[config.mk]
export PLATFORM = sky130hd
export DESIGN_NAME = src_div
export DESIGN_NICKNAME = d
export VERILOG_FILES = /design/src/src_pkg.sv /design/src/src_div.sv
export SDC_FILE = /design/constraint.sdc
export NUM_CORES = 1
export LEC_CHECK = 0
export ABC_CLOCK_PERIOD_IN_PS = 2890
export BUFFER_PORTS_ARGS = -buffer_cell sky130_fd_sc_hd__buf_4
export CAP_MARGIN = 25
export CORE_ASPECT_RATIO = 0.9
export CORE_MARGIN = 8
export CORE_UTILIZATION = 40
export CTS_BUF_LIST = sky130_fd_sc_hd__clkbuf_8
export DETAILED_ROUTE_END_ITERATION = 10
export PLACE_DENSITY = 0.76
export SLEW_MARGIN = 20
export SYNTH_ARGS = -nofsm -noshare
export SYNTH_HDL_FRONTEND = slang
export SYNTH_SLANG_ARGS = --single-unit
[constraint.sdc]
create_clock -name clk -period 2.89 [get_ports clk]
set_clock_uncertainty 0.05 [all_clocks]
set_input_delay 0.289 -clock clk [delete_from_list [all_inputs] [get_ports clk]]
set_output_delay 0.289 -clock clk [all_outputs]
set_load 0.02 [all_outputs]
[src/src_pkg.sv]
// Package for the stale region coalescer: shared constants, widths and types.
// Used by every module of the block; depends on nothing.
package src_pkg;
    localparam int POS_W = 48;
    localparam int LEN_W = 32;
    localparam int BS_W = 17;
    localparam int TABLE_DEPTH_DEF = 32;
    localparam int MAX_RUNS = 32;
    localparam logic [BS_W-1:0] BS_RESET = 17'd4096;

    localparam logic [1:0] ST_OK = 2'd0;
    localparam logic [1:0] ST_FULL = 2'd1;
    localparam logic [1:0] ST_SAT = 2'd2;

    localparam logic REQ_INSERT = 1'b0;
    localparam logic REQ_EXTRACT = 1'b1;

    typedef enum logic [4:0] {
        S_IDLE,
        S_DIV,
        S_PL_SCAN,
        S_PL_RD,
        S_PL_CMP,
        S_SH_UP_RD,
        S_SH_UP_WR,
        S_PL_WR,
        S_MG_PRV_RD,
        S_MG_PRV,
        S_MG_NXT_RD,
        S_MG_NXT,
        S_RM_RD,
        S_RM_WR,
        S_EX_RD,
        S_EX_EVAL,
        S_EX_CARVE,
        S_EX_TAIL,
        S_EX_EMIT,
        S_OUT
    } seq_state_t;

    typedef struct packed {
        logic             start;
        logic [POS_W-1:0] dividend;
    } div_ctl_t;
endpackage

[src/src_div.sv]
// Shared restoring divider: 48-bit dividend by a 17-bit divisor, one bit a cycle.
// Depends on src_pkg.
module src_div
    import src_pkg::*;
(
    input  logic             clk,
    input  logic             rst_n,
    input  div_ctl_t         ctl,
    input  logic [BS_W-1:0]  divisor,
    output logic             busy,
    output logic [POS_W-1:0] quotient,
    output logic [BS_W-1:0]  remainder
);
    logic [POS_W-1:0] quot_reg, quot_next;
    logic [BS_W-1:0]  rem_reg, rem_next;
    logic [5:0]       cnt_reg, cnt_next;
    logic             busy_reg, busy_next;
    logic [BS_W:0]    trial;

    always_comb
    begin
        quot_next = quot_reg;
        rem_next = rem_reg;
        cnt_next = cnt_reg;
        busy_next = busy_reg;
        trial = {rem_reg, quot_reg[POS_W-1]};
        if (ctl.start)
        begin
            quot_next = ctl.dividend;
            rem_next = '0;
            cnt_next = 6'(POS_W);
            busy_next = 1'b1;
        end
        else if (busy_reg)
        begin
            if (trial >= {1'b0, divisor})
            begin
                rem_next = BS_W'(trial - {1'b0, divisor});
                quot_next = {quot_reg[POS_W-2:0], 1'b1};
            end
            else
            begin
                rem_next = trial[BS_W-1:0];
                quot_next = {quot_reg[POS_W-2:0], 1'b0};
            end
            cnt_next = cnt_reg - 6'd1;
            busy_next = (cnt_reg != 6'd1);
        end
    end

    always_ff @(posedge clk or negedge rst_n)
    begin
        if (!rst_n)
        begin
            busy_reg <= 1'b0;
            cnt_reg <= '0;
        end
        else
        begin
            busy_reg <= busy_next;
            cnt_reg <= cnt_next;
        end
    end

    always_ff @(posedge clk)
    begin
        quot_reg <= quot_next;
        rem_reg <= rem_next;
    end

    assign busy = busy_reg;
    assign quotient = quot_reg;
    assign remainder = rem_reg;
endmodule

==> results.txt <==
----------------------------------------------------
[Status]
  Status ... complete, no violations

[Worst setup path]
  Reg-to-reg setup timing slack ... 0.17 ns
  Crit-path max cell delay ... 0.44 ns
  Crit path cell chain ... inv_1, ha_1, inv_1, fa_1, a211oi_2, o211ai_2, a21boi_2, a2111oi_4, nor2_4, buf_12, mux2i_1, a211oi_1
  CP max FO ... 23
  CP endpoint kind ... register
  Worst path buffer plus inverter count ... 3
  Number of gates on the worst path with buffers counted ... 12
  Number of cell instances on the worst register-to-register path ... 12
  Required time of the critical path ... 3.08 ns
  Kind of critical path ... register to register
  Element type at the critical path start ... register
  Cell family contributing the most delay on the critical path ... compound AO/OA/AOI/OAI gates
  Cell mode on critical path ... inv_1
  Cell with the largest stage delay on the worst path ... fa_1
  Arrival time worst endpoint ... 2.91 ns

[STA]
  Hold Fails Final Rpt ... 0
  Tcrit/Tclk final ... 94.1%
  Final hold slack ... 0.201 ns
  Max-slew violations ... 0
  Setup violators final ... 0
  Maximum clock frequency ... 368 MHz
  Sum Neg Setup Slack ... 0 ns
  Max-slew headroom ... 57.6%
  Unrepaired setup endpoints after global routing ... no
  Minimum clock period ... 2.72 ns
  Worst-margin pin slew ... 0.637 ns

[Die]
  Site Rows ... 34
  Die Footprint ... 13400 um^2
  Initial cell density of the core ... 41.1%
  Core Area ... 9700 um^2
  I/O Pins ... 134
  Die H ... 111 um
  Horizontal die dimension ... 121 um

[GRT]
  Global-route track usage on met3 ... 4.48%
  Global route hottest layer ... met2
  GRT Overall Usage ... 15.9%
  Global-route wire length before repair ... 17000 um
  Global routing met1 resource utilization ... 19.0%
  Vias in the first global route ... 3237
  Number of antenna violations at the first check in global routing ... 0
  Maximum number of pins on one net before global-route repair ... 49
  Global-route track usage on met2 ... 26.5%
  Total congestion overflow after global routing ... 0

[Clock tree]
  Root Driver ... clkbuf_8
  Worst-skew pair later-pin latency ... 0.34 ns
  CTS max path bufs ... 2
  Number of H-tree branching levels ... 3
  Clock slew at reported path FFs ... 0.08 ns
  # clock sinks ... 72
  Count of instances resized after the clock tree is built ... 0
  CTS tree ... done
  TritonCTS buffer count ... 9

[Layout]
  Net count reported at finish ... 566
  Max reg flops ... 48
  Growth of design area from synthesis to finish ... 34.5%
  Fraction of final layout cells sized beyond drive strength 1 ... 44.5%

[Logic synthesis]
  Number of synthesized flops with an enable pin ... 48
  Post-Syn Instances ... 339
  Proportion of register bits with asynchronous set or reset after synthesis ... 9.72%
  Mean Syn Cell Area ... 11.8 um^2
  Primary flip-flop cell chosen by synthesis mapping ... edfxtp_1
  Top cells by instance count after synthesis ... edfxtp_1, mux2_2, inv_1
  Post-synth design cell area ... 3990 um^2
  Total number of yosys warnings ... 0
  Net count of the mapped netlist ... 427
  Flip-flop and latch count after synthesis ... 72
  Most common cell in the netlist ... edfxtp_1
  Largest area contributor in the synthesized netlist ... edfxtp_1
  Ranking of synthesized cells by area ... edfxtp_1, mux2_2, dfxtp_1
  Area fraction of the dominant cell type after synthesis ... 36.1%
  Distinct cell type count of the synthesized netlist ... 53
  Sequential area share after synthesis ... 49.1%

[Place]
  Number of port buffers ... 133
  Hpwl dp ... 8060 um
  Placer's final routability congestion estimate ... 0.875

[Detailed routing]
  Detailed router's first-iteration violation count ... 204
  Number of vias in the routed layout ... 3098
  Routed vias/inst ... 5.08
  Routed WL ... 10600 um
  Antenna Violating Nets Remaining ... 0
  Router iterations before antenna repair ... 5
  Routed wire length per instance ... 17.4 um
  Number of design rule violations left after detail routing ... 0

[Min path]
  Hold path cells ... 2
  Type of the most critical hold path ... input pin to register

[Power and ir drop]
  Standby leakage power ... 2.44 nW
  Power density over the cells ... 525 nW/um^2
  Peak ir drop on the vdd network ... 0.433 mV

[Flow run]
  Number of maximum-capacitance violations ... 0

----------------------------------------------------
path summary, 6_finish.rpt:
kind,from,to
hold reg to reg,remainder[11]$_SDFFE_PP0P_,remainder[11]$_SDFFE_PP0P_
setup / recovery,quotient[47]$_DFFE_PP_,remainder[9]$_SDFFE_PP0P_
min in group asynchronous,rst_n,busy$_DFF_PN0_
setup reg to reg,quotient[47]$_DFFE_PP_,remainder[9]$_SDFFE_PP0P_
max in group asynchronous,rst_n,cnt_reg[3]$_DFFE_PN0P_
hold / removal,ctl[7],quotient[7]$_DFFE_PP_
routing by layer:
layer	vias to the layer above	wire [um]
met5	-	0
met4	0	133
met3	8	569
met2	74	5350
met1	1481	4540
li1	1535	-
where the power goes:
| part | switching [mW] | internal [mW] | leakage [nW] |
|---|---|---|---|
| logic | 0.356 | 0.347 | 1.61 |
| clock network | 0.384 | 0.445 | 0.111 |
| registers | 0.0720 | 1.21 | 0.726 |
timing repair:
item	4_1_cts	5_1_grt
hold buffers	1	0
endpoints found under the setup margin	0	2
setup buffers	0	1
hold endpoints to repair	7	0
area by class of cell:
type	count	area [um^2]
sequential	72	1960
inverter	26	97.6
clock inverter	5	56.3
multi-input combinational	228	1870
clock buffer	11	151
timing repair buffer	141	1070
fill	879	4330
tap	126	158
antenna	1	2.50
stage by stage:
step           power [mW]  std cells  instance area, um^2  utilization [%]  setup slack, ns
2_1_floorplan        1.72        339                 3990                -            0.193
3_3_place_gp         2.00        591                 5140             53.0            0.347
3_5_place_dp         2.01        591                 5140             53.0            0.205
4_1_cts              2.85        608                 5360             55.2            0.190
5_1_grt              2.96        609                 5360             55.3          0.00481
6_report             2.82        610                 5370             55.3            0.169
cells by family (layout without fill, tap and decap cells):
family / count (synthesis) / count (layout) / synth area share (%)
buf+inv: 39 / 183 / 4.05
compound gates: 71 / 71 / 13.0
flops: 72 / 72 / 49.1
other cells: 0 / 1 / 0
mux: 58 / 58 / 16.0
simple gates: 62 / 62 / 7.63
fa+ha+maj: 20 / 20 / 6.46
xor+xnor: 17 / 17 / 3.73
layout by cell type (no fill, tap or decap), types with 3 or more instances in the layout:
cell and count:
clkbuf_8 11, edfxtp_1 48, buf_4 139, mux2_2 47, inv_1 26, nand2b_1 5, nand2_1 20, xnor2_1 10
o21ai_0 7, o21ai_1 6, nor2_1 21, dfxtp_1 17, a211oi_1 11, a21o_1 3, xor2_1 7, ha_1 19
o31ai_1 4, mux2i_1 11, dfrtp_1 7, a32oi_1 5, a21oi_1 16
Note: power is estimated with default switching activity, not from simulation.
